==> src/rtl/assert_macros.svh <==
// Assertion macros shared by the onset detector RTL.
`ifndef ASSERT_MACROS_SVH
`define ASSERT_MACROS_SVH
`ifndef SYNTHESIS
`define FEDO_ASSERT(lbl, clk, rstn, prop, msg) \
    lbl: assert property (@(posedge clk) disable iff (!rstn) prop) else $error(msg);
`define FEDO_ASSERT_ALWAYS(lbl, clk, prop, msg) \
    lbl: assert property (@(posedge clk) prop) else $error(msg);
`else
`define FEDO_ASSERT(lbl, clk, rstn, prop, msg)
`define FEDO_ASSERT_ALWAYS(lbl, clk, prop, msg)
`endif
`endif

==> src/rtl/fedo_pkg.sv <==
// Shared widths, constants and types of the frame energy onset detector.
`default_nettype none
package fedo_pkg;
    localparam int BAND_W             = 16;
    localparam int ACC_W              = 21;
    localparam int GAIN_W             = 10;
    localparam int SLOT_W             = 5;
    localparam int GAIN_FRAC          = 8;
    localparam logic [GAIN_W-1:0] GAIN_RESET = 10'd448;
    localparam logic signed [ACC_W-1:0] ACC_MAX = 21'sh0FFFFF;
    localparam logic signed [ACC_W-1:0] ACC_MIN = 21'sh100000;
    localparam int SHORT_WINDOW_DEF   = 5;
    localparam int LONG_WINDOW_DEF    = 50;
    localparam int BATCH_FRAMES_DEF   = 20;

    typedef struct packed {
        logic                    shift;
        logic signed [ACC_W-1:0] energy;
    } t_win_in;
endpackage
`default_nettype wire

==> src/rtl/fedo_cell.sv <==
// One storage cell of the frame energy delay line.
`default_nettype none
module fedo_cell
    import fedo_pkg::*;
(
    input  wire logic                    i_clk,
    input  wire logic                    i_rst_n,
    input  wire logic                    i_en,
    input  wire logic signed [ACC_W-1:0] i_d,
    output logic signed [ACC_W-1:0]      o_q
);
    logic signed [ACC_W-1:0] r_q;

    always_ff @(posedge i_clk) begin
        if (!i_rst_n) begin
            r_q <= '0;
        end else if (i_en) begin
            r_q <= i_d;
        end
    end

    assign o_q = r_q;
endmodule
`default_nettype wire

==> src/rtl/fedo_window.sv <==
// Sliding window sum over a chain of frame energy cells.
`default_nettype none
module fedo_window
    import fedo_pkg::*;
#(
    parameter int DEPTH = SHORT_WINDOW_DEF,
    localparam int SUM_W = ACC_W + $clog2(DEPTH)
) (
    input  wire logic                    i_clk,
    input  wire logic                    i_rst_n,
    input  wire t_win_in                 i_win,
    output logic signed [SUM_W-1:0]      o_sum
);
    logic signed [ACC_W-1:0] w_q [DEPTH];
    logic signed [SUM_W-1:0] r_sum;
    logic signed [SUM_W-1:0] n_sum;

    for (genvar k = 0; k < DEPTH; k++) begin : g_cell
        if (k == 0) begin : g_head
            fedo_cell u_cell (
                .i_clk  (i_clk),
                .i_rst_n(i_rst_n),
                .i_en   (i_win.shift),
                .i_d    (i_win.energy),
                .o_q    (w_q[k])
            );
        end else begin : g_body
            fedo_cell u_cell (
                .i_clk  (i_clk),
                .i_rst_n(i_rst_n),
                .i_en   (i_win.shift),
                .i_d    (w_q[k-1]),
                .o_q    (w_q[k])
            );
        end
    end

    always_comb begin
        n_sum = r_sum + SUM_W'(i_win.energy) - SUM_W'(w_q[DEPTH-1]);
    end

    always_ff @(posedge i_clk) begin
        if (!i_rst_n) begin
            r_sum <= '0;
        end else if (i_win.shift) begin
            r_sum <= n_sum;
        end
    end

    assign o_sum = r_sum;
endmodule
`default_nettype wire

==> src/rtl/frame_energy_onset_detector_unit.sv <==
// Top level of the frame energy onset detector: band accumulator, windows, level test.
//
//  channel | direction | handshake           | payload
//  band in | input     | i_valid / o_stall   | i_band_value, i_last_band
//  result  | output    | o_valid / i_stall   | o_frame_energy .. o_frame_slot
//  config  | input     | i_cfg_we            | i_cfg_wdata (gain, Q2.8)
//
// One band request per cycle while o_stall is low; a band without the last-band mark yields no result.
// A closed frame reaches the output register after its last band through the accumulate,
// window update, multiply and compare stages.
// Reset is synchronous and clears the accumulator, frame counter, both delay lines, sums, detect flag and valid bits.
// A stalled output holds its request; the stages behind it fill before o_stall rises.
`default_nettype none
`include "assert_macros.svh"
module frame_energy_onset_detector_unit
    import fedo_pkg::*;
#(
    parameter int SHORT_WINDOW = SHORT_WINDOW_DEF,
    parameter int LONG_WINDOW  = LONG_WINDOW_DEF,
    parameter int BATCH_FRAMES = BATCH_FRAMES_DEF
) (
    input  wire logic                     i_clk,
    input  wire logic                     i_rst_n,
    input  wire logic                     i_cfg_we,
    input  wire logic [GAIN_W-1:0]        i_cfg_wdata,
    input  wire logic                     i_valid,
    output logic                          o_stall,
    input  wire logic signed [BAND_W-1:0] i_band_value,
    input  wire logic                     i_last_band,
    output logic                          o_valid,
    input  wire logic                     i_stall,
    output logic signed [ACC_W-1:0]       o_frame_energy,
    output logic                          o_above_now,
    output logic                          o_detected,
    output logic                          o_batch_end,
    output logic                          o_send_batch,
    output logic [SLOT_W-1:0]             o_frame_slot
);
    localparam int SS_W   = ACC_W + $clog2(SHORT_WINDOW);
    localparam int LS_W   = ACC_W + $clog2(LONG_WINDOW);
    localparam int FC_W   = (BATCH_FRAMES > 1) ? $clog2(BATCH_FRAMES) : 1;
    localparam int LK_W   = $clog2(LONG_WINDOW + 1);
    localparam int GK_W   = GAIN_W + $clog2(SHORT_WINDOW + 1);
    localparam int LP_W   = SS_W + LK_W + 1;
    localparam int RP_W   = LS_W + GK_W + 1;
    localparam int LH_W   = LP_W + GAIN_FRAC;
    localparam int CMP_W  = ((LH_W > RP_W) ? LH_W : RP_W) + 1;

    logic [GAIN_W-1:0]       r_gain;
    logic signed [ACC_W-1:0] r_acc;
    logic [FC_W-1:0]         r_fcnt;
    logic                    r_detect;

    logic                    r_v1, r_v2, r_v3, r_o_valid;
    logic signed [ACC_W-1:0] r_s1_energy, r_s2_energy, r_s3_energy, r_o_energy;
    logic [FC_W-1:0]         r_s1_slot, r_s2_slot, r_s3_slot, r_o_slot;
    logic                    r_s1_bend, r_s2_bend, r_s3_bend, r_o_bend;
    logic signed [LP_W-1:0]  r_s3_lhs;
    logic signed [RP_W-1:0]  r_s3_rhs;
    logic                    r_o_above, r_o_detected;

    logic                    rdy1, rdy2, rdy3, rdy4, in_acc, frame_close;
    logic signed [ACC_W:0]   n_wide;
    logic signed [ACC_W-1:0] n_energy;
    logic                    n_bend;
    logic [GK_W-1:0]         n_gk;
    logic signed [LP_W-1:0]  n_lhs;
    logic signed [RP_W-1:0]  n_rhs;
    logic signed [LH_W-1:0]  n_lhs_sh;
    logic signed [CMP_W-1:0] n_lhs_cmp, n_rhs_cmp;
    logic                    n_above;
    logic signed [SS_W-1:0]  w_short_sum;
    logic signed [LS_W-1:0]  w_long_sum;
    t_win_in                 w_win;

    assign rdy4        = !r_o_valid || !i_stall;
    assign rdy3        = !r_v3 || rdy4;
    assign rdy2        = !r_v2 || rdy3;
    assign rdy1        = !r_v1 || rdy2;
    assign o_stall     = !rdy1;
    assign in_acc      = i_valid && rdy1;
    assign frame_close = in_acc && i_last_band;

    always_comb begin
        n_wide = (ACC_W + 1)'(r_acc) + (ACC_W + 1)'(i_band_value);
        if (n_wide[ACC_W] != n_wide[ACC_W-1]) begin
            n_energy = n_wide[ACC_W] ? ACC_MIN : ACC_MAX;
        end else begin
            n_energy = n_wide[ACC_W-1:0];
        end
        n_bend    = (r_fcnt == FC_W'(BATCH_FRAMES - 1));
        n_gk      = GK_W'(r_gain) * GK_W'(SHORT_WINDOW);
        n_lhs     = $signed(w_short_sum) * $signed({1'b0, LK_W'(LONG_WINDOW)});
        n_rhs     = $signed(w_long_sum) * $signed({1'b0, n_gk});
        n_lhs_sh  = {r_s3_lhs, {GAIN_FRAC{1'b0}}};
        n_lhs_cmp = CMP_W'(n_lhs_sh);
        n_rhs_cmp = CMP_W'(r_s3_rhs);
        n_above   = (n_lhs_cmp > n_rhs_cmp);
    end

    assign w_win.shift  = r_v1 && rdy2;
    assign w_win.energy = r_s1_energy;

    fedo_window #(.DEPTH(SHORT_WINDOW)) u_short (
        .i_clk  (i_clk),
        .i_rst_n(i_rst_n),
        .i_win  (w_win),
        .o_sum  (w_short_sum)
    );

    fedo_window #(.DEPTH(LONG_WINDOW)) u_long (
        .i_clk  (i_clk),
        .i_rst_n(i_rst_n),
        .i_win  (w_win),
        .o_sum  (w_long_sum)
    );

    always_ff @(posedge i_clk) begin
        if (!i_rst_n) begin
            r_gain    <= GAIN_RESET;
            r_acc     <= '0;
            r_fcnt    <= '0;
            r_detect  <= 1'b0;
            r_v1      <= 1'b0;
            r_v2      <= 1'b0;
            r_v3      <= 1'b0;
            r_o_valid <= 1'b0;
        end else begin
            if (i_cfg_we) begin
                r_gain <= i_cfg_wdata;
            end
            if (in_acc) begin
                r_acc <= i_last_band ? '0 : n_energy;
            end
            if (frame_close) begin
                r_fcnt <= n_bend ? '0 : r_fcnt + 1'b1;
            end
            if (rdy1) begin
                r_v1 <= frame_close;
            end
            if (rdy2) begin
                r_v2 <= r_v1;
            end
            if (rdy3) begin
                r_v3 <= r_v2;
            end
            if (rdy4) begin
                r_o_valid <= r_v3;
            end
            if (r_v3 && rdy4 && n_above) begin
                r_detect <= 1'b1;
            end
        end
    end

    always_ff @(posedge i_clk) begin
        if (rdy1) begin
            r_s1_energy <= n_energy;
            r_s1_slot   <= r_fcnt;
            r_s1_bend   <= n_bend;
        end
        if (rdy2) begin
            r_s2_energy <= r_s1_energy;
            r_s2_slot   <= r_s1_slot;
            r_s2_bend   <= r_s1_bend;
        end
        if (rdy3) begin
            r_s3_energy <= r_s2_energy;
            r_s3_slot   <= r_s2_slot;
            r_s3_bend   <= r_s2_bend;
            r_s3_lhs    <= n_lhs;
            r_s3_rhs    <= n_rhs;
        end
        if (rdy4) begin
            r_o_energy   <= r_s3_energy;
            r_o_slot     <= r_s3_slot;
            r_o_bend     <= r_s3_bend;
            r_o_above    <= n_above;
            r_o_detected <= r_detect || n_above;
        end
    end

    assign o_valid        = r_o_valid;
    assign o_frame_energy = r_o_energy;
    assign o_above_now    = r_o_above;
    assign o_detected     = r_o_detected;
    assign o_batch_end    = r_o_bend;
    assign o_send_batch   = r_o_bend && r_o_detected;
    assign o_frame_slot   = SLOT_W'(r_o_slot);

    `FEDO_ASSERT(a_detect_sticky, i_clk, i_rst_n, r_detect |=> r_detect, "detect flag dropped")
    `FEDO_ASSERT(a_above_sets_detect, i_clk, i_rst_n, (o_valid && o_above_now) |-> o_detected, "above without detect")
    `FEDO_ASSERT(a_batch_slot, i_clk, i_rst_n, (o_valid && o_batch_end) |-> (r_o_slot == FC_W'(BATCH_FRAMES - 1)), "batch end at wrong slot")
    `FEDO_ASSERT(a_acc_cleared, i_clk, i_rst_n, frame_close |=> (r_acc == '0), "accumulator not cleared at frame end")
endmodule
`default_nettype wire
==> config.mk <==
export PLATFORM = sky130hd
export DESIGN_NAME = frame_energy_onset_detector_unit
export DESIGN_NICKNAME = d
export VERILOG_FILES = /design/src/rtl/fedo_pkg.sv /design/src/rtl/fedo_cell.sv /design/src/rtl/fedo_window.sv /design/src/rtl/frame_energy_onset_detector_unit.sv
export VERILOG_INCLUDE_DIRS = /design/src /design/src/rtl
export SDC_FILE = /design/constraint.sdc
export NUM_CORES = 2
export LEC_CHECK = 0
export ABC_AREA = 1
export BUFFER_PORTS_ARGS = -buffer_cell sky130_fd_sc_hd__buf_4
export CAP_MARGIN = 10
export CORE_MARGIN = 2
export CORE_UTILIZATION = 45
export CTS_BUF_LIST = sky130_fd_sc_hd__clkbuf_2
export DETAILED_ROUTE_END_ITERATION = 10
export GPL_TIMING_DRIVEN = 0
export PLACE_DENSITY_LB_ADDON = 0.08
export SETUP_SLACK_MARGIN = 0.5
export SYNTH_ARGS = -nofsm -noshare
export SYNTH_HDL_FRONTEND = slang
export SYNTH_HIERARCHICAL = 1
export SYNTH_SLANG_ARGS = --single-unit
==> constraint.sdc <==
create_clock -name i_clk -period 20.1 [get_ports i_clk]
set_input_delay 1.005 -clock i_clk [delete_from_list [all_inputs] [get_ports i_clk]]
set_output_delay 1.005 -clock i_clk [all_outputs]
set_load 0.02 [all_outputs]
==> results.toml <==
[setup_path]
worst_r2r_path_depth = 29
worstSetupEndpoint = "r_s3_rhs[38]$_DFFE_PP_"
slowest_delay_ps = 630
cp_max_fo = 10
cp-start-kind = "register"
critical_path.startpoint = "r_gain[3]$_SDFFE_PN0P_"
r2r-end = "r_s3_rhs[38]$_DFFE_PP_"
r2r-start = "r_gain[3]$_SDFFE_PN0P_"
cpMaxStageDelayCell = "clkbuf_1"
cp.arrival_ps = 9740
worst-r2r-setup-slack_ps = 11850
worst_path_most_repeated_cell = "fa_1"
crit_required_ps = 21600
critical_path_class = "reg2reg"
crit_path_end_kind = "register"

[route]
wl_met1_um = 84200
firstDrtPassIters = 6
routed_via_density = 4.41
wl_met3_um = 8150
drt_iter0_drc = 3025
routed_wl_um = 183000
drc_errors = 0
met2WireLength_um = 84700
num_vias = 64700
top_layer = "met4"
routedWlPerCell_um = 12.5
antenna_left = 0

[floorplan]
start_util_pct = 45.3
die_x_um = 431
design.die.area_mm2 = 0.185
pin_count = 64
coreArea_mm2 = 0.181
die_h_um = 431
std_cell_rows = 156

[hold_path]
min_from = "i_last_band"
worstHoldPathType = "in2reg"

[clock_network]
clkSinkCount = 1428
numCtsBuffers = 396
clk_latency_ps = 1760
cts_max_path_buffers = 4
htree_levels = 5
path_clk_slew_ps = 120
cts_root_buffer = "clkbuf_2"
cts_tree = "done"

[timing]
slew_viol_final = 0
worst-slew-pin-transition_ps = 1210
fin_worst_skew_ps = 177
fin_tns_setup_ps = 0
finalCriticalPeriod_ps = 8250
fin_crit_sh_pct = 41.0
finalSetupViolCount = 0
slew_headroom_pct = 19.1
final-hold-violation-count = 0
rsz0062_at_grt = "false"
fmax_mhz = 121

[synth]
yosys_warnings = 6
yosys_register_bits = 1428
ys_types = 52
synthArstFlopShare_pct = 0
seq_area_frac_synth_pct = 37.1
avgSynthCellArea_um2 = 7.14
synthFlopType = "dfxtp_1"
synth_top_family_by_area = "simple AND/OR/NAND/NOR gates"
syn_area_mm2 = 0.0819
synthSimpleGateAreaFrac_pct = 29.1
synthCells = 11500
synthAdderAreaFrac_pct = 14.2
synth-edff-count = 181
synth_mux_area_share_pct = 0
synthXorXnorAreaFrac_pct = 1.19
synth-compound-area-share_pct = 2.57
synthesis.nets = 12200

[global_routing]
antenna_found_initial = 14
track_usage_pct = 20.1
grt_pass1_wl_um = 309000
overflow = 0
grt_max_degree = 101
grt_pass1_vias = 64800

[power_and_ir_drop]
ir_worst_vdd_mv = 0.0581
leakagePower_nw = 43.9
pwr_density_cell_mw_per_mm2 = 87.0
power_mw = 7.82

[layout]
drive_above_1_share_pct = 10.1
syn_to_final_growth_pct = 9.74
nNetsFinal = 12700
fill_cells = 18900

[placement]
io_buffers = 62
hpwl_um = 140000
gp_congestion = 0.911

[flow_run]
maxCapViolCount = 0

[run_status]
status = "finished clean"
## stage by stage
stage	worst slack [ps]	std cells	util [%]	hold slack (ps)	cell area, um^2
finish	11850	14700	49.7	312	89900
global route	11400	14700	49.7	86.1	89900
CTS	11920	14700	49.7	12.7	89800
detailed placement	11960	13900	47.3	405	85500
global placement	4920	13900	47.2	401	85300
floorplan	12110	11500	-	400	81900
## registers in the layout, indices dropped and copies added (netlist names), 24 cells and up
name	flops
u_short/o_sum	24
u_long/o_sum	27
r_s3_lhs	30
r_s3_rhs	41
u_long/g_cell.g_body.u_cell/o_q	1029
u_short/g_cell.g_body.u_cell/o_q	84
## routing by layer
layer  GRT usage [%]  up-vias
met5               0        -
met4            7.73        0
met3            3.79      323
met2            33.9     1000
met1            25.5    28900
li1                -    34500
## cell usage after synthesis (22+ instances only)
cell type  instances  share of area (%)
nand2_1         3249                 15
nor2_1          2521                 12
inv_1           2280                 10
dfxtp_1         1247                 30
fa_1             396                9.7
ha_1             293                4.5
buf_6            277                3.8
a21oi_1          196                1.2
edfxtp_1         181                6.6
nand3_1          118               0.72
buf_4            112                1.0
xor2_1            92               0.98
o21ai_0           86               0.53
clkbuf_1          52               0.24
nand2_2           47               0.36
nand2_4           41               0.56
nand4_1           36               0.28
a21oi_2           26               0.28
nor2_2            25               0.19
nor3_1            22               0.13
## worst min path at each step
stage                                  endpoint  cells after the start  slack [ps]
floorplan                 o_batch_end$_DFFE_PN_                      0         400
finish                   r_fcnt[1]$_SDFFE_PN0P_                      4         310
detailed placement  o_frame_energy[5]$_DFFE_PN_                      0         400
global placement      r_s3_energy[13]$_DFFE_PP_                      0         400
global route             r_fcnt[1]$_SDFFE_PN0P_                      4          90
CTS                      r_gain[3]$_SDFFE_PN0P_                      4          10
## where the power goes
| part | total [mW] | switching, mW | leakage (nW) | internal, mW |
|---|---|---|---|---|
| clock | 2.04 | 1.20 | 2.63 | 0.836 |
| sequential | 3.32 | 0.169 | 12.2 | 3.16 |
| combinational | 2.46 | 1.56 | 29.1 | 0.901 |
## cell type report
class / count / area [um^2] / share of cell area [%]
Buffer: 468 / 4370 / 4.86
Tap cell: 2370 / 2970 / 3.30
Timing Repair Buffer: 160 / 1550 / 1.73
Sequential cell: 1428 / 30400 / 33.8
Antenna cell: 11 / 27.5 / 0.0306
Inverter: 2287 / 8590 / 9.56
Clock inverter: 99 / 584 / 0.650
Clock buffer: 565 / 2830 / 3.15
Multi-Input combinational cell: 7277 / 38500 / 42.9
## cells by family after synthesis
group	after synthesis
xor+xnor	110
flops	1428
fa+ha+maj	689
simple gates	6103
compound gates	375
buf+inv	2755
## worst max-delay path, delay by kind of cell, from the launching register on
kind | cells | cell delay (ps)
adder cells (fa/ha/maj) | 10 | 4370
buffers and inverters | 7 | 1220
XOR/XNOR | 1 | 90
AO/OA/AOI/OAI | 1 | 70
flip-flops | 1 | 350
AND/OR/NAND/NOR | 10 | 1880
## cells in the final DEF (no fill, tap or decap), types with 6 or more instances in the layout
cell type / Yosys / layout
o21ai_1: 9 / 9
buf_6: 277 / 277
clkbuf_2: 0 / 565
clkbuf_1: 52 / 52
buf_12: 3 / 6
nor2_4: 7 / 7
diode_2: 0 / 11
dfxtp_1: 1247 / 1247
o21bai_1: 17 / 17
nor2_1: 2521 / 2521
clkinv_2: 0 / 16
and2_1: 6 / 6
nand2_4: 41 / 41
a21oi_1: 196 / 195
bufinv_16: 0 / 7
nand4_1: 36 / 36
nand3_2: 11 / 11
nand3_1: 118 / 118
nor3_1: 22 / 22
a31oi_1: 16 / 16
nand2_1: 3249 / 3247
clkinv_1: 1 / 73
o21ai_0: 86 / 86
inv_1: 2280 / 2279
buf_2: 12 / 12
nand2_2: 47 / 49
nor4_1: 7 / 7
fa_1: 396 / 396
nor2_2: 25 / 25
xnor2_1: 17 / 17
a21oi_2: 26 / 26
xor2_1: 92 / 92
inv_2: 6 / 8
buf_4: 112 / 173
edfxtp_1: 181 / 181
ha_1: 293 / 293
or2_2: 6 / 6
dlygate4sd3_1: 1 / 92
a21o_1: 9 / 9
## timing repair
| item | 4_1_cts | 5_1_grt |
|---|---|---|
| endpoints found under the hold margin | 655 | 0 |
| gates resized for setup | 0 | 0 |
| setup buffers | 0 | 0 |
| hold buffers | 91 | 0 |
Power figures use the tool's default switching activity.
